[src/hdl/crc32c_block_frame_verifier_core_assert.svh]
// ----------------------------------------------------------------------------
// CRC32C block frame verifier assertion macros
// Immediate-style wrappers for concurrent checks; empty under synthesis.
// ----------------------------------------------------------------------------
`ifndef CRC32C_BLOCK_FRAME_VERIFIER_CORE_ASSERT_SVH
`define CRC32C_BLOCK_FRAME_VERIFIER_CORE_ASSERT_SVH

`ifndef SYNTHESIS

// same-cycle implication
`define CBFV_ASSERT_NOW(lbl, clk, rst, ante, cons) \
  lbl: assert property (@(posedge clk) disable iff (rst) (ante) |-> (cons)) \
    else $error("cbfv assertion failed");

// next-cycle implication
`define CBFV_ASSERT_NEXT(lbl, clk, rst, ante, cons) \
  lbl: assert property (@(posedge clk) disable iff (rst) (ante) |=> (cons)) \
    else $error("cbfv assertion failed");

`else

`define CBFV_ASSERT_NOW(lbl, clk, rst, ante, cons)
`define CBFV_ASSERT_NEXT(lbl, clk, rst, ante, cons)

`endif

`endif

[src/hdl/cbfv_pkg.sv]
// ----------------------------------------------------------------------------
// cbfv_pkg
// Types, codes and the CRC32C byte update for the block frame verifier.
// ----------------------------------------------------------------------------
package cbfv_pkg;

  localparam int TOTAL_W   = 48;
  localparam int CONSUME_W = TOTAL_W + 1;
  localparam int WORD_W    = 32;
  localparam int REG_IDX_W = 1;

  // length word plus stored CRC word
  localparam logic [CONSUME_W-1:0] HEADER_BYTES = CONSUME_W'(8);

  localparam logic [31:0] CRC_POLY = 32'h82F6_3B78;

  typedef enum logic [REG_IDX_W-1:0] {
    REG_TOTAL_REGION_BYTES = 1'b0,
    REG_BLOCK_COUNT        = 1'b1
  } reg_idx_t;

  typedef enum logic [1:0] {
    PH_IDLE     = 2'd0,
    PH_HEADER   = 2'd1,
    PH_CONTENTS = 2'd2,
    PH_DONE     = 2'd3
  } phase_t;

  localparam logic [1:0] ST_MATCH    = 2'd0;
  localparam logic [1:0] ST_MISMATCH = 2'd1;
  localparam logic [1:0] ST_OVERRUN  = 2'd2;

  typedef struct packed {
    logic [WORD_W-1:0]  block_index;
    logic [1:0]         status;
    logic [WORD_W-1:0]  stored_crc;
    logic [WORD_W-1:0]  computed_crc;
    logic [TOTAL_W-1:0] block_offset;
    logic               last;
  } verdict_t;

  // reflected CRC32C, one byte, bitwise
  function automatic logic [31:0] crc32c_byte(input logic [31:0] crc_in,
                                              input logic [7:0]  b);
    logic [31:0] c;
    c = crc_in ^ {24'd0, b};
    for (int k = 0; k < 8; k++) begin
      c = c[0] ? ((c >> 1) ^ CRC_POLY) : (c >> 1);
    end
    return c;
  endfunction

endpackage

[src/hdl/crc32c_block_frame_verifier_core.sv]
// ----------------------------------------------------------------------------
// crc32c_block_frame_verifier_core
// Walks a region of length/CRC framed blocks and reports one verdict per block.
// ----------------------------------------------------------------------------
// Usage:
//   Byte channel (byte_valid / byte_stall, data_byte, region_start) carries the
//   region one byte per word; region_start marks the first byte and restarts
//   checking at any time. Each block is a 4-byte LE length, a 4-byte LE stored
//   CRC32C, then the contents. Verdict channel (verdict_valid / verdict_stall)
//   carries block_index, status, stored_crc, computed_crc, block_offset, last.
//   Configuration (wr_en, wr_index, wr_data) sets the region size and block
//   count; write only while no byte is in flight.
// Timing:
//   One byte per cycle sustained while byte_stall is low. An accepted byte is
//   processed straight out of the input register once no verdict waits in
//   the skid; its verdict (if any) is registered into the output register or,
//   while that one is held, into the skid register. The path per byte is one
//   CRC32C byte update, or one 49-bit add and compare.
// Reset: clears phase (idle, ignoring bytes until region_start), both config
//   registers and both output slots.
// Stall: a verdict held by verdict_stall still lets one more verdict land in
//   a skid register; only when the skid is full does byte_stall rise.
// ----------------------------------------------------------------------------
`include "crc32c_block_frame_verifier_core_assert.svh"

module crc32c_block_frame_verifier_core (
  input  logic                          clk,
  input  logic                          rst,
  // configuration
  input  logic                          wr_en,
  input  logic [cbfv_pkg::REG_IDX_W-1:0] wr_index,
  input  logic [cbfv_pkg::TOTAL_W-1:0]  wr_data,
  // byte channel
  input  logic                          byte_valid,
  output logic                          byte_stall,
  input  logic [7:0]                    data_byte,
  input  logic                          region_start,
  // verdict channel
  output logic                          verdict_valid,
  input  logic                          verdict_stall,
  output logic [31:0]                   block_index,
  output logic [1:0]                    status,
  output logic [31:0]                   stored_crc,
  output logic [31:0]                   computed_crc,
  output logic [cbfv_pkg::TOTAL_W-1:0]  block_offset,
  output logic                          last
);

  // configuration registers
  logic [cbfv_pkg::TOTAL_W-1:0] total_region_bytes;
  logic [31:0]                  block_count;

  always_ff @(posedge clk) begin
    if (rst) begin
      total_region_bytes <= '0;
      block_count        <= '0;
    end else if (wr_en) begin
      unique case (cbfv_pkg::reg_idx_t'(wr_index))
        cbfv_pkg::REG_TOTAL_REGION_BYTES: total_region_bytes <= wr_data;
        cbfv_pkg::REG_BLOCK_COUNT:        block_count        <= wr_data[31:0];
      endcase
    end
  end

  // input register
  logic       stage_valid;
  logic [7:0] stage_byte;
  logic       stage_start;
  logic       skid_valid;
  logic       proc_en;

  assign byte_stall = stage_valid & skid_valid;
  assign proc_en    = stage_valid & ~skid_valid;

  always_ff @(posedge clk) begin
    if (rst) begin
      stage_valid <= 1'b0;
    end else if (!byte_stall) begin
      stage_valid <= byte_valid;
    end
  end

  always_ff @(posedge clk) begin
    if (byte_valid && !byte_stall) begin
      stage_byte  <= data_byte;
      stage_start <= region_start;
    end
  end

  // frame state
  cbfv_pkg::phase_t                phase, phase_next;
  logic [2:0]                      header_byte_count, header_byte_count_next;
  logic [31:0]                     length_word, length_word_next;
  logic [31:0]                     stored_crc_word, stored_crc_word_next;
  logic [31:0]                     running_crc, running_crc_next;
  logic [31:0]                     contents_remaining, contents_remaining_next;
  logic [cbfv_pkg::CONSUME_W-1:0]  consumed_bytes, consumed_bytes_next;
  logic [cbfv_pkg::TOTAL_W-1:0]    current_offset, current_offset_next;
  logic [31:0]                     current_block, current_block_next;

  logic                 res_emit;
  cbfv_pkg::verdict_t   res;

  always_comb begin
    logic [3:0]  n_inc;
    logic [31:0] calc;
    logic        do_verdict;

    phase_next              = phase;
    header_byte_count_next  = header_byte_count;
    length_word_next        = length_word;
    stored_crc_word_next    = stored_crc_word;
    running_crc_next        = running_crc;
    contents_remaining_next = contents_remaining;
    consumed_bytes_next     = consumed_bytes;
    current_offset_next     = current_offset;
    current_block_next      = current_block;
    res_emit                = 1'b0;
    res                     = '0;
    n_inc                   = 4'd0;
    calc                    = 32'd0;
    do_verdict              = 1'b0;

    if (proc_en) begin
      // region start: fresh region, byte counts as its first unless block count is 0
      if (stage_start) begin
        header_byte_count_next  = 3'd0;
        length_word_next        = 32'd0;
        stored_crc_word_next    = 32'd0;
        running_crc_next        = 32'hFFFF_FFFF;
        contents_remaining_next = 32'd0;
        consumed_bytes_next     = '0;
        current_offset_next     = '0;
        current_block_next      = 32'd0;
        phase_next = (block_count == 32'd0) ? cbfv_pkg::PH_DONE : cbfv_pkg::PH_HEADER;
      end

      if (!(stage_start && block_count == 32'd0)) begin
        case (phase_next)
          cbfv_pkg::PH_HEADER: begin
            if (!header_byte_count_next[2]) begin
              length_word_next = length_word_next |
                ({24'd0, stage_byte} << {header_byte_count_next[1:0], 3'b000});
            end else begin
              stored_crc_word_next = stored_crc_word_next |
                ({24'd0, stage_byte} << {header_byte_count_next[1:0], 3'b000});
            end
            n_inc = {1'b0, header_byte_count_next} + 4'd1;
            header_byte_count_next = n_inc[2:0];
            if (n_inc == 4'd4) begin
              consumed_bytes_next = consumed_bytes_next + cbfv_pkg::HEADER_BYTES +
                                    cbfv_pkg::CONSUME_W'(length_word_next);
              if (consumed_bytes_next > {1'b0, total_region_bytes}) begin
                res_emit         = 1'b1;
                res.block_index  = current_block_next;
                res.status       = cbfv_pkg::ST_OVERRUN;
                res.stored_crc   = 32'd0;
                res.computed_crc = 32'd0;
                res.block_offset = current_offset_next;
                res.last         = 1'b1;
                phase_next       = cbfv_pkg::PH_DONE;
              end
            end else if (n_inc == 4'd8) begin
              header_byte_count_next = 3'd0;
              if (length_word_next == 32'd0) begin
                do_verdict = 1'b1;
              end else begin
                contents_remaining_next = length_word_next;
                phase_next              = cbfv_pkg::PH_CONTENTS;
              end
            end
          end
          cbfv_pkg::PH_CONTENTS: begin
            running_crc_next        = cbfv_pkg::crc32c_byte(running_crc_next, stage_byte);
            contents_remaining_next = contents_remaining_next - 32'd1;
            do_verdict              = (contents_remaining_next == 32'd0);
          end
          default: ;  // idle or done: byte ignored
        endcase
      end

      if (do_verdict) begin
        calc             = ~running_crc_next;
        res_emit         = 1'b1;
        res.block_index  = current_block_next;
        res.stored_crc   = stored_crc_word_next;
        res.computed_crc = calc;
        res.block_offset = current_offset_next;
        if (calc != stored_crc_word_next) begin
          res.status = cbfv_pkg::ST_MISMATCH;
          res.last   = 1'b1;
          phase_next = cbfv_pkg::PH_DONE;
        end else if (({1'b0, current_block_next} + 33'd1) >= {1'b0, block_count}) begin
          res.status = cbfv_pkg::ST_MATCH;
          res.last   = 1'b1;
          phase_next = cbfv_pkg::PH_DONE;
        end else begin
          res.status              = cbfv_pkg::ST_MATCH;
          res.last                = 1'b0;
          current_block_next      = current_block_next + 32'd1;
          current_offset_next     = consumed_bytes_next[cbfv_pkg::TOTAL_W-1:0];
          header_byte_count_next  = 3'd0;
          length_word_next        = 32'd0;
          stored_crc_word_next    = 32'd0;
          running_crc_next        = 32'hFFFF_FFFF;
          contents_remaining_next = 32'd0;
          phase_next              = cbfv_pkg::PH_HEADER;
        end
      end
    end
  end

  always_ff @(posedge clk) begin
    if (rst) begin
      phase              <= cbfv_pkg::PH_IDLE;
      header_byte_count  <= 3'd0;
      length_word        <= 32'd0;
      stored_crc_word    <= 32'd0;
      running_crc        <= 32'hFFFF_FFFF;
      contents_remaining <= 32'd0;
      consumed_bytes     <= '0;
      current_offset     <= '0;
      current_block      <= 32'd0;
    end else begin
      phase              <= phase_next;
      header_byte_count  <= header_byte_count_next;
      length_word        <= length_word_next;
      stored_crc_word    <= stored_crc_word_next;
      running_crc        <= running_crc_next;
      contents_remaining <= contents_remaining_next;
      consumed_bytes     <= consumed_bytes_next;
      current_offset     <= current_offset_next;
      current_block      <= current_block_next;
    end
  end

  // result register plus skid
  logic               out_valid;
  cbfv_pkg::verdict_t out_word;
  cbfv_pkg::verdict_t skid_word;
  logic               take;

  assign take = out_valid & ~verdict_stall;

  always_ff @(posedge clk) begin
    if (rst) begin
      out_valid  <= 1'b0;
      skid_valid <= 1'b0;
    end else if (skid_valid) begin
      if (take) begin
        skid_valid <= 1'b0;
      end
    end else if (res_emit) begin
      if (out_valid && verdict_stall) begin
        skid_valid <= 1'b1;
      end else begin
        out_valid <= 1'b1;
      end
    end else if (take) begin
      out_valid <= 1'b0;
    end
  end

  always_ff @(posedge clk) begin
    if (skid_valid) begin
      if (take) begin
        out_word <= skid_word;
      end
    end else if (res_emit) begin
      if (out_valid && verdict_stall) begin
        skid_word <= res;
      end else begin
        out_word <= res;
      end
    end
  end

  assign verdict_valid = out_valid;
  assign block_index   = out_word.block_index;
  assign status        = out_word.status;
  assign stored_crc    = out_word.stored_crc;
  assign computed_crc  = out_word.computed_crc;
  assign block_offset  = out_word.block_offset;
  assign last          = out_word.last;

  // checks
  `CBFV_ASSERT_NOW(a_skid_behind_out, clk, rst, skid_valid, out_valid)
  `CBFV_ASSERT_NOW(a_contents_nonzero, clk, rst, phase == cbfv_pkg::PH_CONTENTS,
                   contents_remaining != 32'd0)
  `CBFV_ASSERT_NOW(a_offset_le_consumed, clk, rst, 1'b1,
                   {1'b0, current_offset} <= consumed_bytes)
  `CBFV_ASSERT_NEXT(a_overrun_stops, clk, rst,
                    res_emit && res.status == cbfv_pkg::ST_OVERRUN,
                    phase == cbfv_pkg::PH_DONE)

endmodule

[config.mk]
export PLATFORM = sky130hd
export DESIGN_NAME = crc32c_block_frame_verifier_core
export DESIGN_NICKNAME = d
export VERILOG_FILES = /design/src/hdl/cbfv_pkg.sv /design/src/hdl/crc32c_block_frame_verifier_core.sv
export VERILOG_INCLUDE_DIRS = /design/src /design/src/hdl
export SDC_FILE = /design/constraint.sdc
export NUM_CORES = 2
export LEC_CHECK = 0
export BUFFER_PORTS_ARGS = -buffer_cell sky130_fd_sc_hd__buf_2
export CAP_MARGIN = 20
export CORE_UTILIZATION = 30
export CTS_CLUSTER_DIAMETER = 40
export DETAILED_ROUTE_END_ITERATION = 7
export SYNTH_ARGS = -nofsm -noshare
export SYNTH_HDL_FRONTEND = slang
export SYNTH_SLANG_ARGS = --single-unit
[constraint.sdc]
create_clock -name clk -period 20.1 [get_ports clk]
set_input_delay 2.01 -clock clk [delete_from_list [all_inputs] [get_ports clk]]
set_output_delay 2.01 -clock clk [all_outputs]
set_load 0.005 [all_outputs]
* Word level (Yosys, flattened, before mapping) *
Cells that the tools add are included.

storage, ports and cells
  register bits after elaboration = 648
  input bits = 63
  output and inout bits = 149
  logic and storage cells = 190

operators by class
  add/sub/neg operators = 6
  magnitude comparators = 2
  equal/unequal tests = 8
  shifts and indexed selects = 1
  mux-type cells = 113
  bitwise gates (word level) = 18
  reduce and logical (&&, ||, !) cells = 14

operators by type and width
  operator                                                              count
  32-bit 2-to-1 mux                                                     50
  147-bit 2-to-1 mux                                                    10
  49-bit 2-to-1 mux                                                     5
  48-bit 2-to-1 mux                                                     4
  16-bit NOT with 17-bit output                                         8
  32-bit logical NOT                                                    3
  32-bit OR                                                             2
  32-bit case mux with 2 select lines                                   1
  49-bit by 32-bit adder with 49-bit output                             1
  49-bit by 4-bit adder with 49-bit output, second input constant       1
  49-bit by 48-bit greater-than comparator with 1-bit output            1
  32-bit by 1-bit adder with 33-bit output, second input constant       1
  33-bit by 32-bit >= comparator with 1-bit output                      1
  32-bit by 1-bit adder with 32-bit output, second input constant       1
  32-bit != test                                                        1
  32-bit NOT                                                            1
  8-bit by 5-bit << shifter with 32-bit output                          1
  32-bit by 1-bit subtractor with 32-bit output, second input constant  1
  32-bit by 8-bit XOR with 32-bit output                                1
  3-bit 2-to-1 mux                                                      9
  2-bit 2-to-1 mux                                                      12
  1-bit 2-to-1 mux                                                      21
  3-bit AND reduction                                                   3
  3-bit by 1-bit adder with 4-bit output, second input constant         1
  other kinds (13)                                                      22

* Depth between registers and ports, before layout *
  depth in word-level cells = 31
  gate-level depth with buffers = 39
  gate-level depth less buffers = 30

* Worst setup path before layout *
No wires, ideal clock.

  kind = flip-flop to flip-flop
  start = register stage_start
  end = register out_word (netlist bit block_index[0]), enable pin
  library setup time = 703 ps
  arrival time = 14603 ps
  required time = 19397 ps
  setup slack = 4794 ps
  cell stages (with the launch flop) = 39
  buffers on the path = 13
  period minus slack after synthesis = 15306 ps
  cell sequence = edfxtp_1 > buf_6 > buf_4 > buf_2 > buf_2 > buf_2 > clkbuf_1 > clkbuf_1 > clkbuf_1 > buf_1 > buf_1 > buf_1 > buf_1 > nor2_1 > ha_1 > ha_1 > nand3_1 > or3_1 > [... 3 more ...] > a211oi_1 > a221o_1 > nand4_1 > nor2_1 > xnor2_1 > nor2_1 > ha_1 > a21o_1 > a21o_1 > a21oi_1 > o211ai_1 > a2111oi_0 > a21oi_1 > o211ai_1 > a31oi_1 > clkbuf_1 > a21oi_1 > a21oi_1

on the way
  word-level cells in the longest chain between the ends = 19
  elaborated cells between the ends (all ways) = 42
  those cells by class = 4 x add/sub; 1 x order compare; 4 x eq/ne; 1 x shift; 26 x mux; 1 x bitwise; 5 x reduce/logical

RTL lines
  element                                                                                            RTL line                                 source
  start, declared                                                                                    crc32c_block_frame_verifier_core.sv:68   logic stage_start;
  start signal, assigned                                                                             crc32c_block_frame_verifier_core.sv:86   stage_start <= region_start;
  parallel branches: the longest is 15 deep, another holds 49-bit by 4-bit adder with 49-bit output  n/a
  1-bit 2-to-1 mux (*)                                                                               crc32c_block_frame_verifier_core.sv:182  if (do_verdict) begin
  1-bit 2-to-1 mux (*)                                                                               crc32c_block_frame_verifier_core.sv:124  if (proc_en) begin
  2-bit nonzero test (no line) (*)                                                                   n/a
  3-bit AND reduction (no line) (*)                                                                  n/a
  end signal, assigned                                                                               crc32c_block_frame_verifier_core.sv:267  out_word <= skid_word;
  end signal, assigned                                                                               crc32c_block_frame_verifier_core.sv:273  out_word <= res;
  end, declared                                                                                      crc32c_block_frame_verifier_core.sv:239  cbfv_pkg::verdict_t out_word;

Mark *: on every way between the ends. The select of a mux whose other input is x is not followed.
A chain may end at the register's enable or synchronous reset.

* Final worst setup path *
  start = register stage_start
  end = register out_word (netlist bit computed_crc[21]), enable pin

The elaborated chain is that of the path after synthesis.

==> results_dict.tcl <==
set metrics [dict create \
    overflow 0 \
    synthTopCellsByArea "edfxtp_1 (25%), dfxtp_1 (19%), ha_1 (5.2%)" \
    clk_latency_ps 700 \
    dp.cells 5389 \
    path_clk_slew_ps 60 \
    syn-cell-area_um2 36200 \
    hold_start "stored_crc_word[2]" \
    finalCritPeriodShare_pct 46.5 \
    r2r-start "stage_start" \
    numClockSinks 648 \
    stdcell_count 5595 \
    layout.nets 4101 \
    path_delay_family "compound AO/OA/AOI/OAI gates" \
    cap_violations 0 \
    final_util_pct 35.4 \
    ys_seq_area_share_pct 44.2 \
    cts.repair.resized 0 \
    synth_cell_types 100 \
    drc 0 \
    critical_path_class "reg2reg" \
    syn_inst 3791 \
    num_vias 30402 \
    worstHoldPathCells 2 \
    viasPerCell 5.43 \
    hp-class "reg2reg" \
    die_h_um 349 \
    min_to "stored_crc_word[2]" \
    hold_slack_ps 455 \
    drv_slew 0 \
    ys_async_sr_fraction_pct 0 \
    syn-num-nets 4004 \
    synth_top_cell_by_area "edfxtp_1" \
    start_util_pct 30.2 \
    final_layout_size_suffix_gt1_share_pct 14.1 \
    grt_pass1_vias 29059 \
    h-tree-depth 3 \
    ctsLongestPathBuffers 3 \
    finalSetupViolations 0 \
    end_kind "flip-flop" \
    synth_top_area_share_pct 25.1 \
    hold_violations 0 \
    wirelength_um 123000 \
    drt_pass1_iterations 6 \
    cts_tree "yes" \
    path_buf_inv 6 \
    cts_setup_buffers 0 \
    worstPathArrival_ps 9630 \
    rsz0062_at_grt "no" \
    r2r_end "computed_crc[21]" \
    outcome "complete, no violations" \
    cp.required_ps 20390 \
    grtUsageTotal_pct 19.6 \
    cts_root_buf "clkbuf_16" \
    ant_nets 0 \
    hpwlAfterDp_um 86800 \
    max_freq_mhz 107 \
    yosys_warnings 0 \
    r2r_setup_slack_ps 10760 \
    numPortBuffers 211 \
    power.density_nw_per_um2 85.3 \
    hold_buffers 0 \
    irDropWorstVdd_mv 0.0619 \
    core_um2 120000 \
    synthFlopType "dfxtp_1" \
    die_x_um 349 \
    rows 127 \
    grt_max_degree 114 \
    startpoint "stage_start" \
    finalSetupTns_ps 0 \
    die_area_um2 122000 \
    clock_skew_ps 38.0 \
    synth_edf_count 303 \
    syn2layout_area_growth_pct 17.2 \
    antenna_found_initial 8 \
    period_minus_slack_ps 9340 \
    ys_ff_latch 648 \
    top_level_ports 212 \
    wire_per_inst_um 22.0 \
    drt-initial-drc-count 3043 \
    critical-path-slowest-cell "buf_4" \
    tightestPinTransition_ps 1110 \
    critPathMaxStageDelay_ps 710 \
    grt_first_pass_wirelength_um 185000 \
    cts_buffers 105 \
    leakagePower_uw 0.0171 \
    routabilityCongestion 0.957 \
    avgSynthCellArea_um2 9.54 \
    cp_max_fo 84 \
    reg2regPathDepth 31 \
    slew_headroom_pct 25.7 \
    start_kind "flip-flop" \
]
power by group:
group	internal [µW]	switching [µW]	leakage, µW
Sequential	1380	11.9	0.00556
Combinational	124	221	0.00974
Clock	1140	740	0.00179
logic make-up (layout without fill, tap and decap cells):
logic type	after synthesis	in the layout	share of synthesized area (%)
AOI/OAI and AO/OA	1076	1076	21.3
xor gates and xnor gates	204	204	6.30
adders and majority gates	150	150	5.21
buffers and inverters	410	600	4.74
DFF	648	648	44.2
muxes	43	43	1.20
other	0	2	0
and+or+nand+nor	1260	1260	17.0
cells in the final DEF, fill, tap and decap left out, types with 61 or more instances in the layout:
cell type,n
edfxtp_1,303
a21o_1,223
inv_1,119
ha_1,148
nor2_1,328
xnor2_1,113
buf_2,210
a22o_1,61
nand3_1,84
o21ai_0,112
buf_4,61
dfxtp_1,344
clkbuf_16,109
nand2_1,382
a21oi_1,243
nor2b_1,91
and2_1,95
worst min-delay path: stages, from the launching register on:
cell,delay (ps)
dfxtp_1,300
nand2_1,50
a21oi_1,50
final cells by class:
class                           count  area, µm²
Clock inverter                     79        891
Antenna cell                        2       5.00
Clock buffer                      121       2800
Tap cell                         1612       2020
Timing Repair Buffer              278       1640
Fill cell                       12294      77400
Multi-Input combinational cell   2733      18600
Sequential cell                   648      16000
Inverter                          122        460
cell usage after synthesis (36+ instances only):
master	count
nand2_1	383
dfxtp_1	345
nor2_1	330
edfxtp_1	303
a21oi_1	244
a21o_1	223
clkbuf_1	204
ha_1	149
inv_1	119
o21ai_0	113
xnor2_1	113
and2_1	95
nor2b_1	94
nand3_1	85
a22o_1	61
nor3_1	56
a32oi_1	52
xor2_1	51
nand4_1	44
mux2i_1	40
a22oi_1	36
buf_2	36
sequential cells by signal (all words and copies together) (netlist names), 48 cells and up:
register,cells
current_offset,48
consumed_bytes,49
total_region_bytes,48
skid_word,147
block_offset,48
worst max-delay path by stage:
| stage | cells past startpoint | end | slack [ps] |
|---|---|---|---|
| finish | 31 | computed_crc[21] | 10760 |
| global route | 31 | computed_crc[21] | 9930 |
| CTS | 31 | computed_crc[21] | 10680 |
| detailed placement | 31 | computed_crc[21] | 10780 |
| global placement | 29 | skid_word[70] | 10950 |
| floorplan | 38 | block_index[0] | 4790 |
metal layers:
metal  up-vias  global-route usage [%]  share of wire, %
li1      14094                       -                 -
met1     14797                    26.3                43
met2      1264                    31.3                46
met3       245                    3.59               7.5
met4         2                    7.06               3.4
met5         -                       0             0.011
metrics by stage:
stage / cell area (µm²) / total power [µW] / worst slack [ps]
2_1_floorplan: 36200 / 1660 / 4790
3_3_place_gp: 38600 / 1760 / 10950
3_5_place_dp: 38600 / 1760 / 10780
4_1_cts: 42300 / 3640 / 10680
5_1_grt: 42400 / 3730 / 9930
6_report: 42400 / 3620 / 10760
(Power assumes the default switching activity.)
